`src/hw/rtl/fpbc_pkg.sv`:
```
`timescale 1ns / 1ps
// ----------------------------------------------------------------------------
// fpbc_pkg: shared constants and types of the frustum point/box cull block
// widths of the fixed-point coordinates, plane coefficients and exact sums
// ----------------------------------------------------------------------------
package fpbc_pkg;

    localparam int COORD_WIDTH = 32;
    localparam int FRAC_BITS   = 16;

    localparam int NUM_PAIRS   = 8;
    localparam int PAIR_W      = 64;
    localparam int HALF_W      = 32;
    localparam int NUM_ENTRIES = 2 * NUM_PAIRS;
    localparam int IDX_W       = $clog2(NUM_PAIRS);
    localparam int ADDR_W      = IDX_W + 3;

    localparam int NUM_PLANES  = 6;
    localparam int NUM_STAGES  = 5;

    // plane coefficient is a sum or difference of two entries
    localparam int CO_W    = COORD_WIDTH + 1;
    localparam int PROD_W  = CO_W + COORD_WIDTH;
    localparam int DTERM_W = CO_W + FRAC_BITS;
    localparam int SUM_W   = ((PROD_W > DTERM_W) ? PROD_W : DTERM_W) + 2;

    localparam logic OP_POINT = 1'b0;
    localparam logic OP_BOX   = 1'b1;

    typedef logic signed [COORD_WIDTH-1:0] fpbc_coord_t;
    typedef fpbc_coord_t [2:0]             fpbc_vec_t;
    typedef logic signed [CO_W-1:0]        fpbc_coef_t;
    // index 0..2 normal components, index 3 offset
    typedef fpbc_coef_t [3:0]              fpbc_plane_t;

    typedef struct packed {
        logic [NUM_STAGES-1:0] load;
        logic [NUM_STAGES-1:0] valid;
    } fpbc_pipe_t;

endpackage

```
`src/hw/rtl/fpbc_cfg.sv`:
```
`timescale 1ns / 1ps
// ----------------------------------------------------------------------------
// fpbc_cfg: matrix registers and plane formation
// apb register file for the 4x4 matrix, six planes built by row differences and sums
// ----------------------------------------------------------------------------
module fpbc_cfg
    import fpbc_pkg::*;
(
    input  logic                clk,
    input  logic                rst_n,
    input  logic                psel,
    input  logic                penable,
    input  logic                pwrite,
    input  logic [ADDR_W-1:0]   paddr,
    input  logic [PAIR_W-1:0]   pwdata,
    output logic [PAIR_W-1:0]   prdata,
    output logic                pready,
    output fpbc_plane_t         planes [NUM_PLANES]
);

    logic [PAIR_W-1:0]      matrix_pair_reg [NUM_PAIRS];
    logic [COORD_WIDTH-1:0] ent [NUM_ENTRIES];
    fpbc_plane_t            plane_next [NUM_PLANES];
    fpbc_plane_t            plane_reg  [NUM_PLANES];
    logic [IDX_W-1:0]       idx;

    assign idx    = paddr[ADDR_W-1:3];
    assign pready = 1'b1;
    assign prdata = matrix_pair_reg[idx];

    always_ff @(posedge clk or negedge rst_n)
    begin
        if (!rst_n)
        begin
            for (int k = 0; k < NUM_PAIRS; k++)
            begin
                matrix_pair_reg[k] <= '0;
            end
        end
        else if (psel && penable && pwrite && pready)
        begin
            matrix_pair_reg[idx] <= pwdata;
        end
    end

    always_comb
    begin
        for (int k = 0; k < NUM_PAIRS; k++)
        begin
            ent[2*k]   = matrix_pair_reg[k][COORD_WIDTH-1:0];
            ent[2*k+1] = matrix_pair_reg[k][HALF_W+COORD_WIDTH-1:HALF_W];
        end
    end

    // left/right, bottom/top, near/far = row3 +/- row axis
    always_comb
    begin
        fpbc_coef_t w;
        fpbc_coef_t e;
        for (int a = 0; a < 3; a++)
        begin
            for (int j = 0; j < 4; j++)
            begin
                w = {ent[3+4*j][COORD_WIDTH-1], ent[3+4*j]};
                e = {ent[a+4*j][COORD_WIDTH-1], ent[a+4*j]};
                plane_next[2*a][j]   = w + e;
                plane_next[2*a+1][j] = w - e;
            end
        end
    end

    // payload only, registered, follows the matrix in the next cycle
    always_ff @(posedge clk)
    begin
        for (int p = 0; p < NUM_PLANES; p++)
        begin
            plane_reg[p] <= plane_next[p];
        end
    end

    assign planes = plane_reg;

endmodule

```
`config.mk`:
```
export PLATFORM = sky130hd
export DESIGN_NAME = fpbc_cfg
export DESIGN_NICKNAME = d
export VERILOG_FILES = /design/src/hw/rtl/fpbc_pkg.sv /design/src/hw/rtl/fpbc_cfg.sv
export SDC_FILE = /design/constraint.sdc
export NUM_CORES = 2
export LEC_CHECK = 0
export BUFFER_PORTS_ARGS = -buffer_cell sky130_fd_sc_hd__buf_2
export CAP_MARGIN = 10
export CORE_ASPECT_RATIO = 0.8
export CORE_UTILIZATION = 35
export CTS_CLUSTER_SIZE = 12
export DETAILED_ROUTE_END_ITERATION = 8
export GPL_TIMING_DRIVEN = 0
export HOLD_SLACK_MARGIN = 0.15
export PLACE_DENSITY = 0.59
export SLEW_MARGIN = 40
export SYNTH_ARGS = -nofsm -noshare
export SYNTH_HDL_FRONTEND = slang
export SYNTH_SLANG_ARGS = --single-unit
```
`constraint.sdc`:
```
create_clock -name clk -period 4.55 [get_ports clk]
set_input_delay 0.2275 -clock clk [delete_from_list [all_inputs] [get_ports clk]]
set_output_delay 0.2275 -clock clk [all_outputs]
set_load 0.005 [all_outputs]
```
# ---- Word level (Yosys, flattened, before mapping)
# Index checks and enable logic that the tools add are counted.
dict set report word_totals {
  input_bits 75
  regBits 1304
  out_inout_bits 857
  elab_cells 68
}
dict set report classes {
  n_reduce_logical 3
  n_bitwise 1
  n_lt_le_gt_ge 2
  n_mux 6
  add_sub_neg 24
}
# operator n
set ops {}
lappend ops {{$bwmux 512} 1}
lappend ops {{$add 32x32->33} 12}
lappend ops {{$sub 32x32->33} 12}
lappend ops {{$bmux 64 s3} 1}
lappend ops {{$demux 64 s3} 1}
lappend ops {{$mux 64} 3}
lappend ops {{$ge 4x4->1 const B} 1}
lappend ops {{$lt 4x1->1 const B} 1}
lappend ops {{$not 3->4} 1}
lappend ops {{$logic_and 1x1->1} 3}

# ---- Depth between registers and ports, before layout
dict set report logic_depth {
  ltp_word 6
  depth_mapped 14
  mapped_depth_nobuf 14
}

# ---- Least setup slack after synthesis
# No wires, ideal clock.
dict set report synth_path {
  path_kind {flip-flop to flip-flop}
  startpoint {register matrix_pair_reg (netlist bit ent[129])}
  endpoint {register plane_reg (netlist bit planes[96])}
  path_stages_with_launch 14
  arrival_time_ps 3328
  setup_slack_ps 1095
  period_less_slack_ps 3455
  required_time_ps 4423
  n_path_buf 0
  setup_time_ps 127
  path_cell_list {dfrtp_1 inv_1 fa_1 nand2b_1 a211oi_1 o41ai_1 o21ai_1 a21oi_1 o31ai_1 nor3_1 o31ai_1 a21o_1 a21oi_1 xnor2_1}
}
# element line
set synth_rtl {}
lappend synth_rtl {{start: declaration} fpbc_cfg.sv:21} ;# logic [PAIR_W-1:0] matrix_pair_reg [NUM_PAIRS];
lappend synth_rtl {{start signal: indexed assignment} fpbc_cfg.sv:42} ;# matrix_pair_reg[idx] <= pwdata;
lappend synth_rtl {{end signal: indexed assignment} fpbc_cfg.sv:77} ;# plane_reg[p] <= plane_next[p];
lappend synth_rtl {{end: declaration} fpbc_cfg.sv:24} ;# fpbc_plane_t plane_reg [NUM_PLANES];

==> impl_metrics.tcl <==
set metrics [dict create \
    status "finished, final reports clean" \
    yosys_warnings 0 \
    avgViaCountPerCell 5.62 \
    coreArea_sq_um 212000 \
    cp_slowest_cell "a2111oi_2" \
    synth_area_leaders "dfxtp_1 (21%), dfrtp_1 (17%), ha_1 (13%)" \
    leakagePower_uw 0.0407 \
    area_growth_syn_to_layout_pct 19.7 \
    gp_congestion 1.01 \
    critical_path.endpoint "planes[756]$_DFF_P_" \
    ys_types 93 \
    path_cells "ha_1 > clkbuf_1 > nand2b_1 > a21oi_1 > o31ai_1 > a21oi_1 > a2111oi_2 > o21ai_0 > nand4_1 > nand3_1 > a31oi_1 > nor4b_1 > a211o_1" \
    ys_ff_latch 1292 \
    fmax_mhz 223 \
    hold_viol 0 \
    num_rows 151 \
    crit_fanout 8 \
    cp.arrival_ns 5.18 \
    ys.flop_type "dfxtp_1" \
    drive_gt1_frac 0.157 \
    required_ns 5.25 \
    layout.cells.non_filler 12615 \
    final-max-slew-violation-count 0 \
    nNetsFinal 10525 \
    fin_area_sq_um 89700 \
    crit_path_frequent_cell "a21oi_1" \
    placed_cells 12265 \
    fin_skew_ns 0.0301 \
    hold_ws_ns 0.328 \
    r2r_setup_slack_ns 0.08 \
    wl_um 377000 \
    power_per_cell_area_nw_per_um2 727 \
    clkSinkCount 1292 \
    drc 0 \
    start_util 0.353 \
    cts.root.buffer_cell "clkbuf_16" \
    htreeDepth 4 \
    ios 932 \
    reg2reg_to "planes[756]$_DFF_P_" \
    die_area_sq_um 216000 \
    synthCells 8522 \
    grt_use_total 0.338 \
    irDropWorstVdd_mv 0.473 \
    synth_nets 9389 \
    min_path_type "in -> reg" \
    r2r_start "ent[130]$_DFFE_PN0P_" \
    grt_pass1_vias 67295 \
    num_vias 70845 \
    grt_overflow_total 0 \
    cp-startpoint "ent[130]$_DFFE_PN0P_" \
    maxCapViolations 0 \
    synth_edf_count 0 \
    synth_top_area_frac 0.208 \
    final_cell_mix "buf_2 (907), dfxtp_1 (780), ha_1 (768), inv_1 (737), nor2_1 (697)" \
    maxSlewHeadroom 0.377 \
    drt_first_iter_violations 8070 \
    finalSetupViolCount 0 \
    hpwl_um 316000 \
    cts_tree "built" \
    grt_pass1_wl_um 513000 \
    worstMarginPinSlew_ns 0.935 \
    max-clock-path-buffers 3 \
    place_area_sq_um 83500 \
    grt_max_degree 72 \
    setup.worst_path.end_class "flip-flop" \
    async_flop_share 0.396 \
    syn_area_sq_um 74900 \
    numCtsBuffers 152 \
    ant_nets 0 \
    yosys.area.top_type "dfxtp_1" \
    synth_seq_area_share 0.379 \
    die_h_um 416 \
    min_period_ns 4.47 \
    fp.dieW_um 519 \
    wl_per_cell_um 29.9 \
    clk_latency_ns 0.84 \
    portBuffers 894 \
    antenna_found_initial 75 \
    clk_pin_slew_ns 0.06 \
    start_kind "flip-flop" \
    slowest_delay_ns 0.55 \
    dr.pass1.iters 6 \
    avgSynthCellArea_sq_um 8.79 \
    worstRegToRegCells 13 \
    hp-start "paddr[5]" \
    critical_path_class "reg -> reg" \
    layout_commonest_cell "buf_2" \
    finalCritPeriodShare 0.984 \
]
## critical path: cells and delay by family (launching register included)
kind                       cells  cell delay, ns
AOI/OAI and AO/OA              7            2.45
adders and majority gates      1            0.34
buffers and inverters          1            0.28
DFF                            1            0.52
and+or+nand+nor                4            0.72
## area by class of cell
cell class,count,area [sq um]
multi-input combinational,6030,42300
clock buffer,208,4480
inverter,747,2800
buffer,453,1930
antenna,25,62.6
fill,21244,122000
timing repair buffer,982,5570
clock inverter,48,579
tap,2830,3540
sequential,1292,28400
## metrics by stage
step	util	total power (uW)	setup slack, ns	setup TNS (ns)
after floorplan	-	35900	1.09	0
after detailed placement	0.394	51600	-0.474	-11.24
after global placement	0.391	51600	-8.53	-4306.86
after global routing	0.423	68300	-0.000334	-0.000334
final	0.423	65200	0.0750	0
after CTS	0.421	64600	0.0170	0
## report_power, final
| part | switching (uW) | total (uW) | internal [uW] |
|---|---|---|---|
| registers | 4020 | 20300 | 16300 |
| logic | 21000 | 32400 | 11400 |
| clock network | 5360 | 12500 | 7140 |
| total | 30400 | 65200 | 34900 |
## sequential cells by signal (all words and copies together) (netlist names)
| register | count |
|---|---|
| ent | 512 |
| planes | 780 |
## per-layer routing
layer	vias to the layer above	part of all wire	wire [um]	global-route usage
li1	31623	-	-	-
met3	595	0.089	33700	0.0600
met1	34975	0.44	167000	0.477
met4	10	0.047	17600	0.130
met5	-	0.00016	59	0
met2	3642	0.42	159000	0.509
## cells in the mapped netlist (49+ instances only)
library cell  number
a21oi_1          666
o21a_1            50
xnor2_1          550
dfxtp_1          780
a31oi_1           55
nand2b_1         109
a21o_1           114
o21bai_1         198
o31ai_1           63
dfrtp_1          512
nand4_1          104
a22oi_1          258
nor2_1           701
nor3_1           147
nand2_1          608
nand3_1           84
ha_1             768
inv_1            737
nor2b_1           82
clkbuf_1         377
mux2_2           134
o21ai_0          649
or3_1             49
xor2_1           114
## worst min-delay path by stage
stage	endpoint	slack, ns	depth (start not counted)
6_report	ent[199]$_DFFE_PN0P_	0.33	6
5_1_grt	ent[220]$_DFFE_PN0P_	0.32	6
4_1_cts	ent[220]$_DFFE_PN0P_	0.28	6
3_5_place_dp	ent[35]$_DFFE_PN0P_	0.11	1
3_3_place_gp	ent[416]$_DFFE_PN0P_	0.56	1
2_1_floorplan	ent[0]$_DFFE_PN0P_	-0.07	0
## timing repair
action	4_1_cts	5_1_grt
cloned	0	0
endpoints found under the hold margin	822	0
pin swaps	1	3
buffers inserted	1	1
resized for setup	24	51
hold buffers	67	0
endpoints found under the setup margin	76	69
## cell families (layout without fill, tap and decap cells)
kind of cell,after synthesis,in the layout,synth area share
XOR/XNOR,664,664,0.0776
other,1,26,0.0000500
AND/OR/NAND/NOR,2021,2021,0.123
multiplexers,134,134,0.0201
buffers and inverters,1200,2438,0.0621
AO/OA/AOI/OAI,2418,2418,0.204
flip-flops,1292,1292,0.379
adder cells (fa/ha/maj),792,792,0.135
Note: power is estimated with default switching activity, not from simulation.
