`src/hw/rtl/fpbc_pkg.sv`:
```
`timescale 1ns / 1ps
// ----------------------------------------------------------------------------
// fpbc_pkg: shared constants and types of the frustum point/box cull block
// widths of the fixed-point coordinates, plane coefficients and exact sums
// ----------------------------------------------------------------------------
package fpbc_pkg;

    localparam int COORD_WIDTH = 32;
    localparam int FRAC_BITS   = 16;

    localparam int NUM_PAIRS   = 8;
    localparam int PAIR_W      = 64;
    localparam int HALF_W      = 32;
    localparam int NUM_ENTRIES = 2 * NUM_PAIRS;
    localparam int IDX_W       = $clog2(NUM_PAIRS);
    localparam int ADDR_W      = IDX_W + 3;

    localparam int NUM_PLANES  = 6;
    localparam int NUM_STAGES  = 5;

    // plane coefficient is a sum or difference of two entries
    localparam int CO_W    = COORD_WIDTH + 1;
    localparam int PROD_W  = CO_W + COORD_WIDTH;
    localparam int DTERM_W = CO_W + FRAC_BITS;
    localparam int SUM_W   = ((PROD_W > DTERM_W) ? PROD_W : DTERM_W) + 2;

    localparam logic OP_POINT = 1'b0;
    localparam logic OP_BOX   = 1'b1;

    typedef logic signed [COORD_WIDTH-1:0] fpbc_coord_t;
    typedef fpbc_coord_t [2:0]             fpbc_vec_t;
    typedef logic signed [CO_W-1:0]        fpbc_coef_t;
    // index 0..2 normal components, index 3 offset
    typedef fpbc_coef_t [3:0]              fpbc_plane_t;

    typedef struct packed {
        logic [NUM_STAGES-1:0] load;
        logic [NUM_STAGES-1:0] valid;
    } fpbc_pipe_t;

endpackage

```
`src/hw/rtl/fpbc_pipe_ctrl.sv`:
```
`timescale 1ns / 1ps
// ----------------------------------------------------------------------------
// fpbc_pipe_ctrl: valid chain and stage load enables
// each stage loads when empty or when the stage after it moves
// ----------------------------------------------------------------------------
module fpbc_pipe_ctrl
    import fpbc_pkg::*;
(
    input  logic       clk,
    input  logic       rst_n,
    input  logic       in_valid,
    input  logic       out_stall,
    output logic       in_stall,
    output fpbc_pipe_t pipe
);

    logic [NUM_STAGES-1:0] valid_reg;
    logic [NUM_STAGES-1:0] valid_next;
    logic [NUM_STAGES-1:0] ready;

    always_comb
    begin
        ready[NUM_STAGES-1] = !valid_reg[NUM_STAGES-1] || !out_stall;
        for (int k = NUM_STAGES - 2; k >= 0; k--)
        begin
            ready[k] = !valid_reg[k] || ready[k+1];
        end
    end

    always_comb
    begin
        if (ready[0])
        begin
            valid_next[0] = in_valid;
        end
        else
        begin
            valid_next[0] = valid_reg[0];
        end
        for (int k = 1; k < NUM_STAGES; k++)
        begin
            if (ready[k])
            begin
                valid_next[k] = valid_reg[k-1];
            end
            else
            begin
                valid_next[k] = valid_reg[k];
            end
        end
    end

    always_ff @(posedge clk or negedge rst_n)
    begin
        if (!rst_n)
        begin
            valid_reg <= '0;
        end
        else
        begin
            valid_reg <= valid_next;
        end
    end

    assign in_stall   = !ready[0];
    assign pipe.load  = ready;
    assign pipe.valid = valid_reg;

endmodule

```
`config.mk`:
```
export PLATFORM = sky130hd
export DESIGN_NAME = fpbc_pipe_ctrl
export DESIGN_NICKNAME = d
export VERILOG_FILES = /design/src/hw/rtl/fpbc_pkg.sv /design/src/hw/rtl/fpbc_pipe_ctrl.sv
export SDC_FILE = /design/constraint.sdc
export NUM_CORES = 1
export LEC_CHECK = 0
export ABC_AREA = 1
export BUFFER_PORTS_ARGS = -buffer_cell sky130_fd_sc_hd__buf_2
export CAP_MARGIN = 15
export CORE_AREA = 2 2 39 41
export CTS_CLUSTER_SIZE = 20
export DETAILED_ROUTE_END_ITERATION = 8
export DIE_AREA = 0 0 41 43
export SETUP_SLACK_MARGIN = 0.4
export SYNTH_ARGS = -nofsm -noshare
export SYNTH_HDL_FRONTEND = slang
export SYNTH_SLANG_ARGS = --single-unit
```
`constraint.sdc`:
```
create_clock -name clk -period 0.85 [get_ports clk]
set_input_delay 0.17 -clock clk [delete_from_list [all_inputs] [get_ports clk]]
set_output_delay 0.17 -clock clk [all_outputs]
set_load 0.01 [all_outputs]
```
# --- Yosys cells after proc, flatten, opt, wreduce, memory -nomap -nowiden ---
# Cells that the tools add are included.
word_totals:
  output_inout_bits: 11
  register_bits: 5
  input_bits: 4
classes:
  n_reduce_logical: 12
ops:
  columns: ["op", "count"]
  rows:
  - ["1-bit zero test", 7]
  - ["1-bit logical OR", 5]

# --- Depth between registers and ports, before layout ---
# Gate-level depths: netlist of the first run.
logic_depth:
  ltp_word: 7
  ltp_mapped: 4

# --- Least setup slack after synthesis of the first run ---
# OpenSTA, ideal clock, no wires.
synth_timing:
  path_kind: "reg-to-output"
  from: "reg valid_reg[4]"
  to: "out in_stall"
  arrival_ps: 879
  required_ps: 680
  path_stages_with_launch: 5
  slack_ps: -199
  path_cell_list: "dfrtp_1 -> nand2_2 -> nor2_4 -> nand4_4 -> inv_2"
synth_lines:
  columns: ["item", "line", "rtl"]
  rows:
  - ["start: declaration", "fpbc_pipe_ctrl.sv:17", "logic [NUM_STAGES-1:0] valid_reg;"]
  - ["start signal: assignment", "fpbc_pipe_ctrl.sv:61", "valid_reg <= valid_next;"]
  - ["end: declaration", "fpbc_pipe_ctrl.sv:13", "output logic in_stall,"]

==> results.md, run 1 <==
- After the first detailed-routing iteration, the DRC count stood at 2.
- The cell occurring most often along the worst timing path is sky130_fd_sc_hd__buf_6.
- The combined area of all synthesized cells is 224 um^2.
- The detailed-route via count is 226.
- After synthesis, flip-flops and latches occupy 55.9% of the total area.
- After the last flow step, the layout net total stands at 49.
- The count of inserted antenna diode cells is 0.
- The startpoint of the worst register-to-register path is valid_reg[4].
- The remaining max-slew budget at the tightest pin is 88.4%.
- For the worst flop-to-flop path, the logic depth is 5.
- The largest total area in the synthesized netlist belongs to sky130_fd_sc_hd__dfrtp_1.
- For the pin with the worst max-slew slack, the measured transition is 0.174 ns.
- The number of warnings issued by yosys is 0.
- The area growth from synthesis to layout is 92.2%.
- The worst hold path begins at in_valid.
- The remaining number of nets flagged by the antenna check after routing is 0.
- The congestion estimate from routability-driven global placement came to 0.686.
- Port buffering added 14 buffers.
- In this run, CTS created clock tree buffers numbering 3.
- TritonCTS built the clock tree.
- The all-layer global routing usage is 7.45%.
- The maximum clock frequency is 776 MHz.
- The number of antenna violations at the first check in global routing is 0.
- The count of filler cells inserted in the layout is 146.
- The final count of hold timing violations is 0.
- The top-area cell type share of the netlist area is 55.9%.
- The endpoint of the lowest-slack register-to-register path is valid_reg[0].
- The element type at the critical path end is an output pin.
- The CTS root buffer is sky130_fd_sc_hd__clkbuf_4.
- The synthesized netlist contains 9 unique library cells.
- The die is 41 um wide.
- For hold timing, the worst endpoint is valid_reg[0].
- The minimum clock period after layout is 1.29 ns.
- The worst endpoint data arrival time is 1.12 ns.
- The number of max-capacitance violations reported is 0.
- The worst-case clock skew is 0.000975 ns.
- The sink count of the clock tree is 5.
- The peak fanout along the critical path is 2.
- The clock reaches the later pin of the worst-skew pair after 0.24 ns.
- The max-slew violation count is 0.
- The share of layout cells above drive strength 1 is 68.2%.
- The buffering stage count on the worst path with inverters included is 4.
- The clock slew at the register clock pins of the worst setup and hold paths is 0.04 ns.
- The site row count is 14.
- Of the available clock period, the critical path in the final layout requires 152%.
- The detailed-route DRC error count is 0.
- The final worst setup slack is -0.438 ns.
- In the final layout, the multi-input gates occupy 76.3 um^2.
- The floorplan step defined a core boundary enclosing 1380 um^2.
- The highest-delay cell along the critical path is sky130_fd_sc_hd__dfrtp_1.
- From bottom edge to top edge, the die measures 43 um.
- After synthesis, the mean cell area works out to 10.7 um^2.
- The final reports fail on setup timing.
- Setup repair after global routing could not meet its margin everywhere.
- For this configuration, the core starts out at a cell density of 16.2%.
- By area the synthesized netlist is led by sky130_fd_sc_hd__dfrtp_1 (56%), sky130_fd_sc_hd__nand4_4 (9.5%), sky130_fd_sc_hd__inv_1 (6.7%), sky130_fd_sc_hd__nand2_1 (6.7%), sky130_fd_sc_hd__nand2_2 (5.6%).
- Traced cell by cell, the critical path runs through nand2_2 -> buf_4 -> buf_6 -> buf_6 -> buf_6.
- The die covers 1760 um^2.
- The class of the most critical hold timing path is input port to flip-flop.
- Synthesis produced a netlist with a net count of 25.
- After synthesis the netlist holds a flip-flop and latch count of 5.
- The peak ir drop on the vdd network is 711 uV.
- For this run, the slowest stage of the critical path takes 0.35 ns.
- Setup violations remaining at the end of the flow were counted as 13.
- The worst setup path is of the flip-flop to output pin kind.
- The number of global-route vias before repair was 204.
- The final design utilization is 31.1%.
- The leakage power is 0.217 nW.
- The run finished, with violations left.
- The post-place setup slack is -0.188 ns.
- In the routed layout, each cell is associated on average with a via count of 3.77.
- The wire length reported by the detailed router is 501 um.
- The critical path startpoint category is a flip-flop.
- The maximum clock path buffer count is 2.
- The register area is 128 um^2.
- In this run the power density over the cells is 1950 nW/um^2.
- The number of flip-flops in the largest register is 5.
- The residual overflow from global routing is 0.
- The detailed placement HPWL is 365 um.
- Setup slack on the worst reg-to-reg path comes out at -0.11 ns.
- The pre-antenna-repair detailed-routing pass consisted of 2 iterations.
- In this run the number of H-tree levels came out at 1.
- The instance count of the mapped netlist is 21.
- The top-level I/O count is 15.
- Entering global routing, the biggest net connects 6 pins.
- The family with the most delay on the worst path is buffers and inverters.
- The global-route wire length before repair is 807 um.
- Dividing the detail-routed wire length by the instance count gives 8.35 um.
- At the worst endpoint, the required time is 0.68 ns.
- The instance count along the most critical hold path is 3.
## timing repair
| action | 4_1_cts | 5_1_grt |
|---|---|---|
| hold endpoints to repair | 5 | 0 |
| resized for setup | 5 | 4 |
| pin swaps | 2 | 1 |
| setup buffers | 1 | 1 |
| endpoints found under the setup margin | 16 | 18 |
| hold buffers | 1 | 0 |
## final cells by class
cell class	instances	area share, %
timing repair buffer	19	36.6
sequential	5	29.7
multi-input combinational	10	17.7
clock buffer	4	6.10
inverter	6	5.23
tap	16	4.65
## where the power goes
group / total [W] / internal, W / switching [W]
logic: 0.000254 / 0.000140 / 0.000113
registers: 0.000309 / 0.000270 / 0.0000388
clock network: 0.000278 / 0.000178 / 0.000100
## per-stage QoR
step           hold slack (ns)  total power (W)  std cells  area [um^2]  setup TNS (ns)
4_1_cts                 0.0937         0.000841         59          407           -3.20
3_3_place_gp           -0.0108         0.000496         53          332          -0.745
6_report                 0.104         0.000840         60          430           -3.16
3_5_place_dp           -0.0102         0.000499         53          332          -0.887
5_1_grt                  0.119         0.000912         60          430           -4.25
2_1_floorplan           -0.126         0.000407         21          226          -0.830
## how the worst max path moves through the flow
stage,start,to,slack (ns),depth (start not counted)
floorplan,valid_reg[4],in_stall,-0.19,4
global placement,valid_reg[4],in_stall,-0.17,5
detailed placement,valid_reg[4],in_stall,-0.19,5
CTS,valid_reg[4],in_stall,-0.45,5
global route,valid_reg[4],in_stall,-0.53,5
finish,valid_reg[4],pipe[9],-0.44,5
## logic make-up (layout without fill, tap and decap cells)
family / count (synthesis) / in the layout / synth area share, %
simple gates: 10 / 10 / 34.1
buf+inv: 6 / 29 / 10.1
flops: 5 / 5 / 55.9
## cells in the final DEF, fill, tap and decap left out
master                          Yosys  final
sky130_fd_sc_hd__nand3_2            1      1
sky130_fd_sc_hd__buf_4              0      2
sky130_fd_sc_hd__nand2_1            4      4
sky130_fd_sc_hd__nand4_4            1      1
sky130_fd_sc_hd__dfrtp_2            0      2
sky130_fd_sc_hd__clkbuf_4           0      4
sky130_fd_sc_hd__dfrtp_1            5      3
sky130_fd_sc_hd__nand2_2            2      2
sky130_fd_sc_hd__or2_1              1      1
sky130_fd_sc_hd__nor2_4             1      1
sky130_fd_sc_hd__dlygate4sd3_1      0      1
sky130_fd_sc_hd__clkbuf_1           0      1
sky130_fd_sc_hd__buf_6              0      8
sky130_fd_sc_hd__buf_2              0      7
sky130_fd_sc_hd__inv_2              2      2
sky130_fd_sc_hd__inv_1              4      4
## synth_stat cells (all sizes together)
cell type  number
nand4           1
dfrtp           5
nor2            1
nand3           1
or2             1
inv             6
nand2           6
## worst register-to-register path, delay by kind of cell (launching register included)
family	cells	cell delay (ns)
DFF	1	0.35
buffers and inverters	1	0.15
and+or+nand+nor	4	0.40
## per-layer routing
layer / part of all wire (%) / global-route usage, % / vias up
met5: 0 / 0 / -
met4: 0 / 2.00 / 0
met3: 11 / 7.85 / 0
met2: 49 / 10.0 / 14
met1: 40 / 7.79 / 106
li1: - / - / 106
No activity file was read; power rests on OpenSTA's default activity.
==> run 2, diff against run 1 <==
RECOVER_POWER = 100   (was default)
==> run 2 against run 1 <==
Against the previous run:
- the run still ends with setup timing left
- maximum frequency unchanged
- first-iteration DRC count did not move
- critical path depth did not move
- die area stayed put
- global-route usage is the same
- setup slack stayed put
- core utilization down 0.27 points
- sequential power about the same
- cell count unchanged
- power down 0.23%
- register-to-register slack about the same
- clock power barely moved
- largest cell class unchanged
- highest routed layer unchanged
==> results.md, run 2 (same netlist as run 1, synthesis figures left out) <==
- The library cell used most frequently in the layout, excluding fill and tap cells, is sky130_fd_sc_hd__buf_6.
- The critical path startpoint category is a flip-flop.
- The portion of the clock cycle consumed by the worst path in the final layout was 152% (unchanged).
- The top-level I/O count is 15 (unchanged).
- The maximum clock frequency came to 776 MHz (unchanged).
- TritonCTS built the clock tree.
- The number of flip-flops in the largest register is 5 (unchanged).
- The count of filler cells inserted in the layout is 148 (+1.4%).
- The run finished, with violations left.
- The transition at the pin with the smallest max-transition slack was 0.255 ns (+0.0813 ns).
- The number of nets in the final layout is 49 (unchanged).
- The total die area is 1760 um^2 (unchanged).
- The post-route total power is 0.000838 W (-0.23%).
- The CTS root buffer is sky130_fd_sc_hd__clkbuf_4.
- The final reports fail on setup timing.
- The wire length reported by the detailed router was 500 um (-0.20%).
- The detailed-route via count was 226 (unchanged).
- The final count of hold timing violations was 0 (unchanged).
- The total negative slack is -3.16 ns (+0.000540 ns).
- The area of the multi-input gates came to 76.3 um^2 (unchanged).
- From synthesis to final layout, the design area changed by 90.5%.
- The number of search-and-repair iterations in the first detailed-routing pass is 2 (unchanged).
- The minimum clock period after layout is 1.29 ns (unchanged).
- The cell occurring most often along the worst timing path is sky130_fd_sc_hd__buf_6.
- The family with the most delay on the worst path is buffers and inverters.
- The count of inserted antenna diode cells is 0 (unchanged).
- The residual overflow from global routing is 0 (unchanged).
- The worst setup path is captured at an output pin.
- The count of routing violations after the opening detailed-route iteration is 2 (unchanged).
- The maximum level of the CTS H-tree came to 1 (unchanged).
- The number of antenna violations at the first check in global routing is 0 (unchanged).
- The data required time of the critical path is 0.68 ns (about the same).
- The peak per-stage delay on the critical path came to 0.35 ns (about the same).
- The share of layout cells above drive strength 1 is 65.9% (-2.3 points).
- The core footprint is 1380 um^2 (unchanged).
- The worst endpoint data arrival time is 1.12 ns (about the same).
- The number of setup violations in the final report is 13 (unchanged).
- The number of max-capacitance violations reported came to 0 (unchanged).
- The instance area after placement is 332 um^2 (unchanged).
- The critical path is of the flip-flop to output pin type.
- The signal on the critical path passes through nand2_2 -> buf_4 -> buf_6 -> buf_6 -> buf_6.
- The tightest min-delay check is of the input port to flip-flop type.
- The detailed placement HPWL is 365 um (unchanged).
- The routed wirelength normalized by instance count is 8.33 um (-0.20%).
- The number of global-route vias before repair is 204 (unchanged).
- The via density per instance is 3.77 (unchanged).
- The number of buffers inserted during clock tree synthesis is 3 (unchanged).
- The register area is 128 um^2 (unchanged).
- The height of the die is 43 um (unchanged).
- Setup repair after global routing could not meet its margin everywhere.
- The post-place setup slack is -0.188 ns (unchanged).
- For this design, the slowest cell found on the critical path is sky130_fd_sc_hd__dfrtp_1.
- The global-route wire length before repair is 807 um (unchanged).
- The clock slew at the register clock pins of the worst setup and hold paths is 0.04 ns (about the same).
- The buffering stage count on the worst path with inverters included is 4 (unchanged).
- The max-slew violation count was 0 (unchanged).
- The chip width is 41 um (unchanged).
- The worst-case clock skew is 0.000975 ns (unchanged).
- The library cells used most frequently in the layout, excluding fill and tap cells, are sky130_fd_sc_hd__buf_6 (8), sky130_fd_sc_hd__buf_2 (7), sky130_fd_sc_hd__inv_1 (4), sky130_fd_sc_hd__nand2_1 (4).
- The maximum clock path buffer count is 2 (unchanged).
- The starting density of the core is 16.2% (unchanged).
- The detailed-route DRC error count is 0 (unchanged).
- The peak fanout along the critical path is 2 (unchanged).
- The remaining max-slew budget at the tightest pin came to 83.0% (-5.4 points).
- The number of buffers inserted by port buffering was 14 (unchanged).
- The power per unit of standard cell area is 1960 nW/um^2 (+0.65%).
- The all-layer global routing usage was 7.45% (unchanged).
- The pin count of the biggest net entering global routing came to 6 (unchanged).
- The post-route cell area came to 427 um^2 (-0.87%).
- The sink count of the clock tree is 5 (unchanged).
- The weighted congestion at the end of routability-driven global placement was 0.686 (unchanged).
- The peak ir drop on the vdd network is 711 uV (about the same).
- The final worst setup slack is -0.438 ns (unchanged).
- The clock latency on the worst-skew pair was 0.24 ns (about the same).
- The remaining number of nets flagged by the antenna check after routing came to 0 (unchanged).
- The site row count is 14 (unchanged).
- The leakage power is 0.213 nW (-1.6%).
## run 2: cell counts in the layout (fill, tap and decap cells not counted)
No cell type changed its count.
## run 2: worst min-delay path, delay by kind of cell
family        cells  cell delay, ns
simple gates      1            0.04
buf+inv           2            0.10
## run 2: metal layers
metal	track usage, %	vias up	share of wire, %
li1	-	106	-
met1	7.79	106	39
met2	10.0	14	49
met3	7.85	0	11
met4	2.00	0	0
met5	0	-	0
## run 2: worst paths after layout
kind                              start            to  slack, ns  cells after the start
min reg2reg                valid_reg[3]  valid_reg[4]       0.50                      2
max                        valid_reg[4]       pipe[9]      -0.44                      5
max in group asynchronous         rst_n  valid_reg[1]       0.31                      2
max reg2reg                valid_reg[4]  valid_reg[0]      -0.11                      5
min                            in_valid  valid_reg[0]       0.10                      3
min in group asynchronous         rst_n  valid_reg[0]       0.31                      2
## run 2: cell type report
class,count,area share [%]
repair buffers,19,36.1
well taps,16,4.69
multi-input cells,10,17.9
inverters,6,5.28
clock buffers,4,6.16
flip-flops and latches,5,29.9
## run 2: timing repair
item | in CTS | in global routing
pin swaps | 2 | 1
buffers inserted | 1 | 1
hold buffers | 1 | 0
hold endpoints to repair | 5 | 0
endpoints found under the setup margin | 16 | 18
resized for setup | 5 | 4
## run 2: report_power, final
| group | switching, W | leakage (nW) | internal (W) |
|---|---|---|---|
| Sequential | 0.0000388 | 0.0504 | 0.000270 |
| Combinational | 0.000113 | 0.148 | 0.000139 |
| Clock | 0.000100 | 0.0150 | 0.000178 |
| Total | 0.000252 | 0.213 | 0.000586 |
## run 2: through the flow
step / utilization (%) / hold slack (ns) / cells
after floorplan: - / -0.126 / 21
after global placement: 24.0 / -0.0108 / 53
after detailed placement: 24.0 / -0.0102 / 53
after CTS: 29.4 / 0.0937 / 59
after global routing: 30.8 / 0.119 / 60
final: 30.8 / 0.104 / 60
